===== config.mk =====
export PLATFORM = sky130hd
export DESIGN_NAME = masked_cosine_similarity_top_flat
export DESIGN_NICKNAME = d
export VERILOG_FILES = /design/src/hdl/mcs_pkg.sv /design/src/hdl/mcs_if.sv /design/src/hdl/mcs_mul.sv /design/src/hdl/mcs_ctrl.sv /design/src/hdl/masked_cosine_similarity_top.sv /design/src/flat_wrapper.sv
export SDC_FILE = /design/constraint.sdc
export NUM_CORES = 2
export LEC_CHECK = 0
export BUFFER_PORTS_ARGS = -buffer_cell sky130_fd_sc_hd__buf_2
export CORE_MARGIN = 2
export CORE_UTILIZATION = 25
export CTS_CLUSTER_SIZE = 8
export DETAILED_ROUTE_END_ITERATION = 10
export PLACE_DENSITY = 0.34
export REMOVE_ABC_BUFFERS = 1
export SYNTH_ARGS = -nofsm -noshare
export SYNTH_HDL_FRONTEND = slang
export SYNTH_SLANG_ARGS = --single-unit

===== constraint.sdc =====
create_clock -name clk -period 29 [get_ports clk]
set_clock_uncertainty 0.05 [all_clocks]
set_input_delay 1.45 -clock clk [delete_from_list [all_inputs] [get_ports clk]]
set_output_delay 1.45 -clock clk [all_outputs]
set_load 0.005 [all_outputs]

===== src/hdl/mcs_pkg.sv =====
// Shared types and constants for the masked cosine similarity block.
// No dependencies; mcs_ctrl, the top level and the testbench import this package.
package mcs_pkg;

  localparam logic [47:0] SQ_MAX    = 48'hFFFF_FFFF_FFFF;
  localparam logic [47:0] CROSS_MAX = 48'h7FFF_FFFF_FFFF;
  localparam logic [47:0] CROSS_MIN = 48'h8000_0000_0000;
  localparam logic signed [15:0] ONE_Q14 = 16'sd16384;
  localparam logic [3:0]  TOP_BIT   = 4'd14;

  // element products, in order of issue
  localparam logic [1:0] PART_AA = 2'd0;
  localparam logic [1:0] PART_BB = 2'd1;
  localparam logic [1:0] PART_AB = 2'd2;

  // index of the last partial product of a wide product and of a quotient product
  localparam logic [1:0] LAST_WIDE_PART = 2'd3;
  localparam logic [1:0] LAST_PROD_PART = 2'd2;

  // limb offset of a partial product in the accumulator
  localparam logic [1:0] LIMB_0 = 2'd0;
  localparam logic [1:0] LIMB_1 = 2'd1;
  localparam logic [1:0] LIMB_2 = 2'd2;

  typedef enum logic [3:0] {
    ST_IDLE,
    ST_SQ_MUL,
    ST_SQ_ADD,
    ST_CHECK,
    ST_WIDE_MUL,
    ST_WIDE_ADD,
    ST_WIDE_STORE,
    ST_TSQ_MUL,
    ST_TSQ_ADD,
    ST_PROD_MUL,
    ST_PROD_ADD,
    ST_COMPARE,
    ST_DONE
  } state_t;

  typedef enum logic [1:0] {
    MS_ELEM,
    MS_WIDE,
    MS_TSQ,
    MS_PROD
  } mul_sel_t;

  typedef struct packed {
    logic       in_ready;
    logic       mul_en;
    mul_sel_t   mul_sel;
    logic [1:0] part;
    logic       pass;
    logic [3:0] bit_idx;
    logic       elem_add;
    logic       acc_add;
    logic [1:0] shift;
    logic       acc_clr;
    logic       den_load;
    logic       num_load;
    logic       sq_load;
    logic       q_clr;
    logic       cmp_en;
    logic       out_load;
    logic       state_clr;
  } ctl_t;

  typedef struct packed {
    logic fire;
    logic skip;
    logic last;
    logic early;
    logic out_free;
  } sts_t;

endpackage


===== src/hdl/mcs_if.sv =====
// Valid/ready channels for element pair beats and result beats.
// No dependencies.
interface mcs_in_if;
  logic               valid;
  logic               ready;
  logic signed [15:0] a_value;
  logic signed [15:0] b_value;
  logic               a_invalid;
  logic               b_invalid;
  logic               same_vector;
  logic               last;

  modport source (output valid, a_value, b_value, a_invalid, b_invalid, same_vector, last,
                  input ready);
  modport sink (input valid, a_value, b_value, a_invalid, b_invalid, same_vector, last,
                output ready);
endinterface

interface mcs_out_if;
  logic               valid;
  logic               ready;
  logic signed [15:0] similarity;
  logic               undefined;

  modport source (output valid, similarity, undefined, input ready);
  modport sink (input valid, similarity, undefined, output ready);
endinterface


===== src/hdl/mcs_mul.sv =====
// Shared 33x33 signed multiplier with registered product.
// No dependencies.
module mcs_mul (
  input  logic               clk,
  input  logic               en,
  input  logic signed [32:0] x,
  input  logic signed [32:0] y,
  output logic signed [65:0] p
);

  always_ff @(posedge clk) begin
    if (en) begin
      p <= x * y;
    end
  end

endmodule


===== src/hdl/mcs_ctrl.sv =====
// Sequencer: element accumulation, wide products and bitwise quotient search.
// Depends on mcs_pkg.
module mcs_ctrl (
  input  logic          clk,
  input  logic          rst,
  input  mcs_pkg::sts_t sts,
  output mcs_pkg::ctl_t ctl
);
  import mcs_pkg::*;

  state_t     state, state_next;
  logic [1:0] part, part_next;
  logic       pass, pass_next;
  logic [3:0] bit_idx, bit_idx_next;

  always_ff @(posedge clk) begin
    if (rst) begin
      state   <= ST_IDLE;
      part    <= '0;
      pass    <= 1'b0;
      bit_idx <= '0;
    end else begin
      state   <= state_next;
      part    <= part_next;
      pass    <= pass_next;
      bit_idx <= bit_idx_next;
    end
  end

  always_comb begin
    state_next   = state;
    part_next    = part;
    pass_next    = pass;
    bit_idx_next = bit_idx;
    case (state)
      ST_IDLE: begin
        if (sts.fire) begin
          part_next  = PART_AA;
          state_next = sts.skip ? ST_CHECK : ST_SQ_MUL;
        end
      end
      ST_SQ_MUL: state_next = ST_SQ_ADD;
      ST_SQ_ADD: begin
        if (part == PART_AB) begin
          state_next = ST_CHECK;
        end else begin
          part_next  = part + 2'd1;
          state_next = ST_SQ_MUL;
        end
      end
      ST_CHECK: begin
        if (!sts.last) begin
          state_next = ST_IDLE;
        end else if (sts.early) begin
          state_next = ST_DONE;
        end else begin
          part_next  = '0;
          pass_next  = 1'b0;
          state_next = ST_WIDE_MUL;
        end
      end
      ST_WIDE_MUL: state_next = ST_WIDE_ADD;
      ST_WIDE_ADD: begin
        if (part == LAST_WIDE_PART) begin
          state_next = ST_WIDE_STORE;
        end else begin
          part_next  = part + 2'd1;
          state_next = ST_WIDE_MUL;
        end
      end
      ST_WIDE_STORE: begin
        part_next = '0;
        if (!pass) begin
          pass_next  = 1'b1;
          state_next = ST_WIDE_MUL;
        end else begin
          bit_idx_next = TOP_BIT;
          state_next   = ST_TSQ_MUL;
        end
      end
      ST_TSQ_MUL: state_next = ST_TSQ_ADD;
      ST_TSQ_ADD: begin
        part_next  = '0;
        state_next = ST_PROD_MUL;
      end
      ST_PROD_MUL: state_next = ST_PROD_ADD;
      ST_PROD_ADD: begin
        if (part == LAST_PROD_PART) begin
          state_next = ST_COMPARE;
        end else begin
          part_next  = part + 2'd1;
          state_next = ST_PROD_MUL;
        end
      end
      ST_COMPARE: begin
        if (bit_idx == '0) begin
          state_next = ST_DONE;
        end else begin
          bit_idx_next = bit_idx - 4'd1;
          state_next   = ST_TSQ_MUL;
        end
      end
      ST_DONE: begin
        if (sts.out_free) begin
          state_next = ST_IDLE;
        end
      end
      default: state_next = ST_IDLE;
    endcase
  end

  always_comb begin
    ctl         = '0;
    ctl.mul_sel = MS_ELEM;
    ctl.part    = part;
    ctl.pass    = pass;
    ctl.bit_idx = bit_idx;
    case (state)
      ST_IDLE:     ctl.in_ready = 1'b1;
      ST_SQ_MUL:   ctl.mul_en = 1'b1;
      ST_SQ_ADD:   ctl.elem_add = 1'b1;
      ST_CHECK: begin
        ctl.acc_clr = 1'b1;
        ctl.q_clr   = 1'b1;
      end
      ST_WIDE_MUL: begin
        ctl.mul_en  = 1'b1;
        ctl.mul_sel = MS_WIDE;
      end
      ST_WIDE_ADD: begin
        ctl.acc_add = 1'b1;
        ctl.shift   = {1'b0, part[1]} + {1'b0, part[0]};
      end
      ST_WIDE_STORE: begin
        ctl.den_load = !pass;
        ctl.num_load = pass;
        ctl.acc_clr  = 1'b1;
      end
      ST_TSQ_MUL: begin
        ctl.mul_en  = 1'b1;
        ctl.mul_sel = MS_TSQ;
      end
      ST_TSQ_ADD: begin
        ctl.sq_load = 1'b1;
        ctl.acc_clr = 1'b1;
      end
      ST_PROD_MUL: begin
        ctl.mul_en  = 1'b1;
        ctl.mul_sel = MS_PROD;
      end
      ST_PROD_ADD: begin
        ctl.acc_add = 1'b1;
        ctl.shift   = part;
      end
      ST_COMPARE:  ctl.cmp_en = 1'b1;
      ST_DONE: begin
        ctl.out_load  = sts.out_free;
        ctl.state_clr = sts.out_free;
      end
      default: ctl.in_ready = 1'b0;
    endcase
  end

endmodule


===== src/hdl/masked_cosine_similarity_top.sv =====
// Pairs are taken one at a time: a new pair is accepted only after the sequencer is back in
// idle. A last pair's result waits for the wide products and the quotient search unless the
// result is forced or undefined, and then for any wait on the output; the shared 33x33
// multiplier, with an add after each product, serves every product: 2x4 partials for the
// wide products, then 15 quotient bits of 4 products each.
// Synchronous reset clears the sums, the sequencer and the result valid flag.
module masked_cosine_similarity_top (
  input logic        clk,
  input logic        rst,
  mcs_in_if.sink     in_ch,
  mcs_out_if.source  out_ch
);
  import mcs_pkg::*;

  ctl_t ctl;
  sts_t sts;

  logic               fire;
  logic signed [15:0] a_val, b_val;
  logic               last_r;
  logic [47:0]        saa, sbb;
  logic signed [47:0] sab;
  logic               same_seen;
  logic [47:0]        mag, src_x, src_y;
  logic signed [32:0] mx, my;
  logic signed [65:0] prod;
  logic [127:0]       acc, acc_term, num;
  logic [95:0]        den;
  logic [28:0]        sq;
  logic [14:0]        q, trial;
  logic [15:0]        q_ext;
  logic               le, early;
  logic [48:0]        saa_sum, sbb_sum;
  logic signed [48:0] sab_sum;
  logic signed [15:0] sim_val, sim_r;
  logic               undef_val, undef_r, out_valid;

  mcs_ctrl u_ctrl (.clk(clk), .rst(rst), .sts(sts), .ctl(ctl));
  mcs_mul  u_mul  (.clk(clk), .en(ctl.mul_en), .x(mx), .y(my), .p(prod));

  assign fire         = in_ch.valid && ctl.in_ready;
  assign in_ch.ready  = ctl.in_ready;
  assign early        = same_seen || (saa == '0) || (sbb == '0);
  assign sts.fire     = fire;
  assign sts.skip     = in_ch.a_invalid || in_ch.b_invalid;
  assign sts.last     = last_r;
  assign sts.early    = early;
  assign sts.out_free = !out_valid || out_ch.ready;

  assign mag   = sab[47] ? 48'(-sab) : sab;
  assign src_x = ctl.pass ? mag : saa;
  assign src_y = ctl.pass ? mag : sbb;
  assign trial = q | (15'd1 << ctl.bit_idx);
  // trials above 1.0 are rejected
  assign le    = (acc <= num) && !(trial[14] && (trial[13:0] != '0));

  assign saa_sum = {1'b0, saa} + {17'b0, prod[31:0]};
  assign sbb_sum = {1'b0, sbb} + {17'b0, prod[31:0]};
  assign sab_sum = {sab[47], sab} + prod[48:0];

  always_comb begin
    mx = '0;
    my = '0;
    case (ctl.mul_sel)
      MS_ELEM: begin
        case (ctl.part)
          PART_AA: begin
            mx = 33'(a_val);
            my = 33'(a_val);
          end
          PART_BB: begin
            mx = 33'(b_val);
            my = 33'(b_val);
          end
          default: begin
            mx = 33'(a_val);
            my = 33'(b_val);
          end
        endcase
      end
      MS_WIDE: begin
        mx = ctl.part[1] ? {17'b0, src_x[47:32]} : {1'b0, src_x[31:0]};
        my = ctl.part[0] ? {17'b0, src_y[47:32]} : {1'b0, src_y[31:0]};
      end
      MS_TSQ: begin
        mx = {18'b0, trial};
        my = {18'b0, trial};
      end
      MS_PROD: begin
        mx = {4'b0, sq};
        case (ctl.part)
          LIMB_0:  my = {1'b0, den[31:0]};
          LIMB_1:  my = {1'b0, den[63:32]};
          default: my = {1'b0, den[95:64]};
        endcase
      end
      default: begin
        mx = '0;
        my = '0;
      end
    endcase
  end

  always_comb begin
    case (ctl.shift)
      LIMB_0:  acc_term = {64'b0, prod[63:0]};
      LIMB_1:  acc_term = {32'b0, prod[63:0], 32'b0};
      LIMB_2:  acc_term = {prod[63:0], 64'b0};
      default: acc_term = {prod[63:0], 64'b0};
    endcase
  end

  assign q_ext = {1'b0, q};

  always_comb begin
    if (same_seen) begin
      sim_val   = ONE_Q14;
      undef_val = 1'b0;
    end else if ((saa == '0) || (sbb == '0)) begin
      sim_val   = '0;
      undef_val = 1'b1;
    end else begin
      sim_val   = sab[47] ? 16'(-q_ext) : q_ext;
      undef_val = 1'b0;
    end
  end

  always_ff @(posedge clk) begin
    if (rst) begin
      saa       <= '0;
      sbb       <= '0;
      sab       <= '0;
      same_seen <= 1'b0;
      out_valid <= 1'b0;
    end else begin
      if (fire && in_ch.same_vector) begin
        same_seen <= 1'b1;
      end
      if (ctl.elem_add) begin
        case (ctl.part)
          PART_AA: saa <= saa_sum[48] ? SQ_MAX : saa_sum[47:0];
          PART_BB: sbb <= sbb_sum[48] ? SQ_MAX : sbb_sum[47:0];
          default: begin
            if (sab_sum[48] != sab_sum[47]) begin
              sab <= sab_sum[48] ? CROSS_MIN : CROSS_MAX;
            end else begin
              sab <= sab_sum[47:0];
            end
          end
        endcase
      end
      if (ctl.state_clr) begin
        saa       <= '0;
        sbb       <= '0;
        sab       <= '0;
        same_seen <= 1'b0;
      end
      if (ctl.out_load) begin
        out_valid <= 1'b1;
      end else if (out_ch.ready) begin
        out_valid <= 1'b0;
      end
    end
  end

  always_ff @(posedge clk) begin
    if (fire) begin
      a_val  <= in_ch.a_value;
      b_val  <= in_ch.b_value;
      last_r <= in_ch.last;
    end
    if (ctl.acc_clr) begin
      acc <= '0;
    end else if (ctl.acc_add) begin
      acc <= acc + acc_term;
    end
    if (ctl.den_load) begin
      den <= acc[95:0];
    end
    if (ctl.num_load) begin
      num <= {acc[99:0], 28'b0};
    end
    if (ctl.sq_load) begin
      sq <= prod[28:0];
    end
    if (ctl.q_clr) begin
      q <= '0;
    end else if (ctl.cmp_en && le) begin
      q <= trial;
    end
    if (ctl.out_load) begin
      sim_r   <= sim_val;
      undef_r <= undef_val;
    end
  end

  assign out_ch.valid      = out_valid;
  assign out_ch.similarity = sim_r;
  assign out_ch.undefined  = undef_r;

  a_undef_zero: assert property (@(posedge clk) disable iff (rst)
    out_ch.valid && out_ch.undefined |-> out_ch.similarity == 16'sd0)
    else $error("undefined result with nonzero similarity");

  a_sim_range: assert property (@(posedge clk) disable iff (rst)
    out_ch.valid |-> (out_ch.similarity <= 16'sd16384) && (out_ch.similarity >= -16'sd16384))
    else $error("similarity beyond one");

  a_saa_mono: assert property (@(posedge clk) disable iff (rst)
    !$past(rst) && !$past(ctl.state_clr) |-> saa >= $past(saa))
    else $error("sum of a squared decreased");

  a_sbb_mono: assert property (@(posedge clk) disable iff (rst)
    !$past(rst) && !$past(ctl.state_clr) |-> sbb >= $past(sbb))
    else $error("sum of b squared decreased");

  a_load_free: assert property (@(posedge clk) disable iff (rst)
    ctl.out_load |-> !out_valid || out_ch.ready)
    else $error("result overwritten before taken");

endmodule


===== src/flat_wrapper.sv =====
// flat-port wrapper written by rule: the top's interface ports become plain ports
module masked_cosine_similarity_top_flat import mcs_pkg::*;
  (clk, rst, in_ch_valid, in_ch_a_value, in_ch_b_value, in_ch_a_invalid, in_ch_b_invalid, in_ch_same_vector, in_ch_last, in_ch_ready, out_ch_valid, out_ch_similarity, out_ch_undefined, out_ch_ready);
  mcs_in_if in_ch_i ();
  mcs_out_if out_ch_i ();
  input logic clk;
  input logic rst;
  input wire logic [$bits(in_ch_i.valid)-1:0] in_ch_valid;
  input wire logic [$bits(in_ch_i.a_value)-1:0] in_ch_a_value;
  input wire logic [$bits(in_ch_i.b_value)-1:0] in_ch_b_value;
  input wire logic [$bits(in_ch_i.a_invalid)-1:0] in_ch_a_invalid;
  input wire logic [$bits(in_ch_i.b_invalid)-1:0] in_ch_b_invalid;
  input wire logic [$bits(in_ch_i.same_vector)-1:0] in_ch_same_vector;
  input wire logic [$bits(in_ch_i.last)-1:0] in_ch_last;
  output wire logic [$bits(in_ch_i.ready)-1:0] in_ch_ready;
  output wire logic [$bits(out_ch_i.valid)-1:0] out_ch_valid;
  output wire logic [$bits(out_ch_i.similarity)-1:0] out_ch_similarity;
  output wire logic [$bits(out_ch_i.undefined)-1:0] out_ch_undefined;
  input wire logic [$bits(out_ch_i.ready)-1:0] out_ch_ready;
  assign in_ch_i.valid = in_ch_valid;
  assign in_ch_i.a_value = in_ch_a_value;
  assign in_ch_i.b_value = in_ch_b_value;
  assign in_ch_i.a_invalid = in_ch_a_invalid;
  assign in_ch_i.b_invalid = in_ch_b_invalid;
  assign in_ch_i.same_vector = in_ch_same_vector;
  assign in_ch_i.last = in_ch_last;
  assign in_ch_ready = in_ch_i.ready;
  assign out_ch_valid = out_ch_i.valid;
  assign out_ch_similarity = out_ch_i.similarity;
  assign out_ch_undefined = out_ch_i.undefined;
  assign out_ch_i.ready = out_ch_ready;
  masked_cosine_similarity_top u_core (.clk(clk), .rst(rst), .in_ch(in_ch_i), .out_ch(out_ch_i));
endmodule

==> flow_metrics.tcl <==
set metrics [dict create \
    gp_congestion 0.899 \
    path_depth 44 \
    start_util_pct 25.1 \
    crit_top_cell "fa_1" \
    cp_top_family "simple AND/OR/NAND/NOR gates" \
    crit_required_ps 29410 \
    drv_cap 0 \
    nets 10700 \
    cp.buffers_inverters 5 \
    finalCriticalPeriod_ps 14600 \
    met3_length_um 16900 \
    relSlewSlack_pct 12.3 \
    grt_pass1_vias 68000 \
    antenna_found_initial 35 \
    clock_sinks 639 \
    htree_levels 3 \
    worstHoldPathCells 2 \
    critPathLaunch "u_core.sab[2]" \
    drive_above_1_share_pct 6.12 \
    worstSetupEndpoint "u_core.u_mul.p[63]" \
    reg2reg_setup_slack_ps 14400 \
    clkTransAtPathRegs_ps 60 \
    tightest_slew_ps 1310 \
    hold_violations 0 \
    r2r-start "u_core.sab[2]" \
    num_rows 207 \
    drtIter0Drc 5060 \
    die_x_um 568 \
    slowest_delay_ps 950 \
    post_dp_cell_area_sq_mm 0.0856 \
    grt_max_degree 92 \
    m1WireLength_um 165000 \
    cts_root_buffer "clkbuf_16" \
    synthFlopType "edfxtp_1" \
    wl_per_cell_um 26.9 \
    hold_buffers 0 \
    cts.repair.resized 0 \
    maxSlewViolCount 0 \
    hold_class "reg -> reg" \
    die_h_um 568 \
    wl_met2_um 162000 \
    netlist_area_sq_mm 0.0796 \
    synth_edf_count 339 \
    clock_path_buffers 3 \
    via_per_inst 4.94 \
    topRoutingLayerUsed "met5" \
    synth.avg_cell_area_sq_um 8.78 \
    via_count 65600 \
    drt-total-wl_um 356000 \
    overflow 0 \
    detail-route-antenna-nets 0 \
    ff2ff_path_depth 44 \
    cp_slowest_cell "a211oi_1" \
    dr.pass1.iters 8 \
    drc 0 \
    crit_type "reg -> reg" \
    post_cts_buffers 0 \
    clk_latency_ps 760 \
    cp_max_fo 26 \
    numPortBuffers 58 \
    dp_hpwl_um 277000 \
    coreArea_sq_mm 0.318 \
    grt_use_total_pct 21.9 \
    status "complete, no violations" \
    area_growth_pct 11.1 \
    start_kind "flop" \
    crit_arrival_ps 15010 \
    fmax_mhz 68.5 \
    synthArstFlopShare_pct 0 \
    yosysSeqAreaShare_pct 20.3 \
    r2r_end "u_core.u_mul.p[63]" \
    grt_pass1_wl_um 509000 \
    holdWs_ps 435 \
    end_kind "flop" \
    final_area_sq_mm 0.0885 \
    ys_types 97 \
    synth.yosys.warnings 0 \
    die_area_sq_mm 0.323 \
    grt_setup_unrepaired "no" \
    ys_seq_elements 639 \
    setup_viol_count_final 0 \
    syn_inst 9073 \
    cts_inserted_buffers 95 \
    fin_crit_sh_pct 50.3 \
    final.setup.tns_ps 0 \
    cts_tree "yes" \
    io_pins 59 \
]
sequential cells by signal, indices dropped and copies added, names as in the netlist, 2 cells and up:
name / cells
u_core.b_val: 16
u_core.out_ch.similarity: 16
u_core.den: 96
u_core.sq: 29
u_core.u_mul.p: 64
u_core.saa: 48
u_core.sbb: 48
u_core.num: 100
u_core.q: 15
u_core.u_ctrl.bit_idx: 4
u_core.sab: 48
u_core.u_ctrl.state: 4
u_core.a_val: 16
u_core.u_ctrl.part: 2
u_core.acc: 128
kinds of logic (layout without fill, tap and decap cells):
family / after synthesis / after routing / synth area share (%)
xor gates and xnor gates: 371 / 371 / 4.08
and+or+nand+nor: 2641 / 2641 / 14.7
AOI/OAI and AO/OA: 1853 / 1853 / 14.3
DFF: 639 / 639 / 20.3
adders and majority gates: 1692 / 1692 / 37.2
buffers and inverters: 1832 / 1834 / 8.77
other: 0 / 11 / 0
muxes: 45 / 45 / 0.619
metal layers:
layer / vias to the layer above / track usage (%)
li1: 29600 / -
met1: 33900 / 30.4
met2: 1801 / 35.3
met3: 349 / 2.56
met4: 2 / 6.84
met5: - / 0
worst reg2reg max path, delay by kind of cell, from the launching register on:
kind	cells	cell delay (ps)
DFF	1	350
adders and majority gates	9	4290
buffers and inverters	5	550
AOI/OAI and AO/OA	12	4160
xor gates and xnor gates	2	240
and+or+nand+nor	16	4680
worst min path at each step:
stage	endpoint	startpoint	slack, ps
finish	u_core.acc[108]	u_core.acc[108]	440
global route	u_core.acc[119]	u_core.acc[119]	460
CTS	u_core.acc[108]	u_core.acc[108]	440
detailed placement	u_core.acc[105]	u_core.acc[105]	430
global placement	u_core.acc[108]	u_core.acc[108]	430
floorplan	u_core.acc[123]	u_core.acc[123]	400
cell type report:
type	instances	area [sq um]
Multi-Input combinational cell	6602	57100
Inverter	1381	5190
Fill cell	34000	229000
Clock inverter	13	185
Tap cell	4180	5230
Timing Repair Buffer	274	1910
Sequential cell	639	16200
Antenna cell	11	27.5
Clock buffer	166	2700
metrics by stage:
stage	instances	utilization, %	setup WS [ps]
after floorplan	8622	-	15450
after global placement	13100	27.0	14470
after detailed placement	13100	27.0	14450
after CTS	13300	27.9	14380
after global routing	13300	27.9	13450
final	13300	27.9	14400
placed cells by master, fill, tap and decap left out, drive strengths merged, types with 48 or more instances in the layout:
master / n
nor3: 75
inv: 1384
clkbuf: 166
buf: 274
xor2: 175
xnor2: 196
a21oi: 669
fa: 1129
a21o: 210
nand3: 113
and3: 48
o211ai: 62
a22o: 56
o21ai: 447
dfxtp: 300
ha: 562
edfxtp: 339
nor2: 678
nand4: 114
a31oi: 64
nand2: 1224
and2: 118
nand2b: 62
nor2b: 68
synthesized netlist by cell type (23+ instances only):
cell type / count / area (sq um)
inv_1: 1380 / 5180
nand2_1: 1214 / 4560
fa_1: 1129 / 22600
nor2_1: 671 / 2520
a21oi_1: 669 / 3350
ha_1: 562 / 7030
o21ai_0: 437 / 2190
clkbuf_1: 389 / 1460
edfxtp_1: 339 / 10200
dfxtp_1: 300 / 6010
a21o_1: 210 / 1580
xnor2_1: 196 / 1720
xor2_1: 175 / 1530
and2_1: 118 / 738
nand4_1: 114 / 713
nand3_1: 113 / 566
nor3_1: 73 / 365
nor2b_1: 68 / 425
a31oi_1: 64 / 400
o211ai_1: 62 / 465
nand2b_1: 61 / 382
a22o_1: 56 / 490
and3_1: 48 / 300
nor4_1: 47 / 294
o21bai_1: 47 / 353
a211oi_1: 44 / 330
o31ai_1: 38 / 285
o21a_1: 33 / 248
mux2i_1: 29 / 290
or3_1: 29 / 181
buf_1: 28 / 105
a22oi_1: 25 / 188
buf_2: 23 / 115
Power is left out: the tool's default activity adds up to more than one toggle a clock period on the data nets, which glitch-free logic cannot reach.
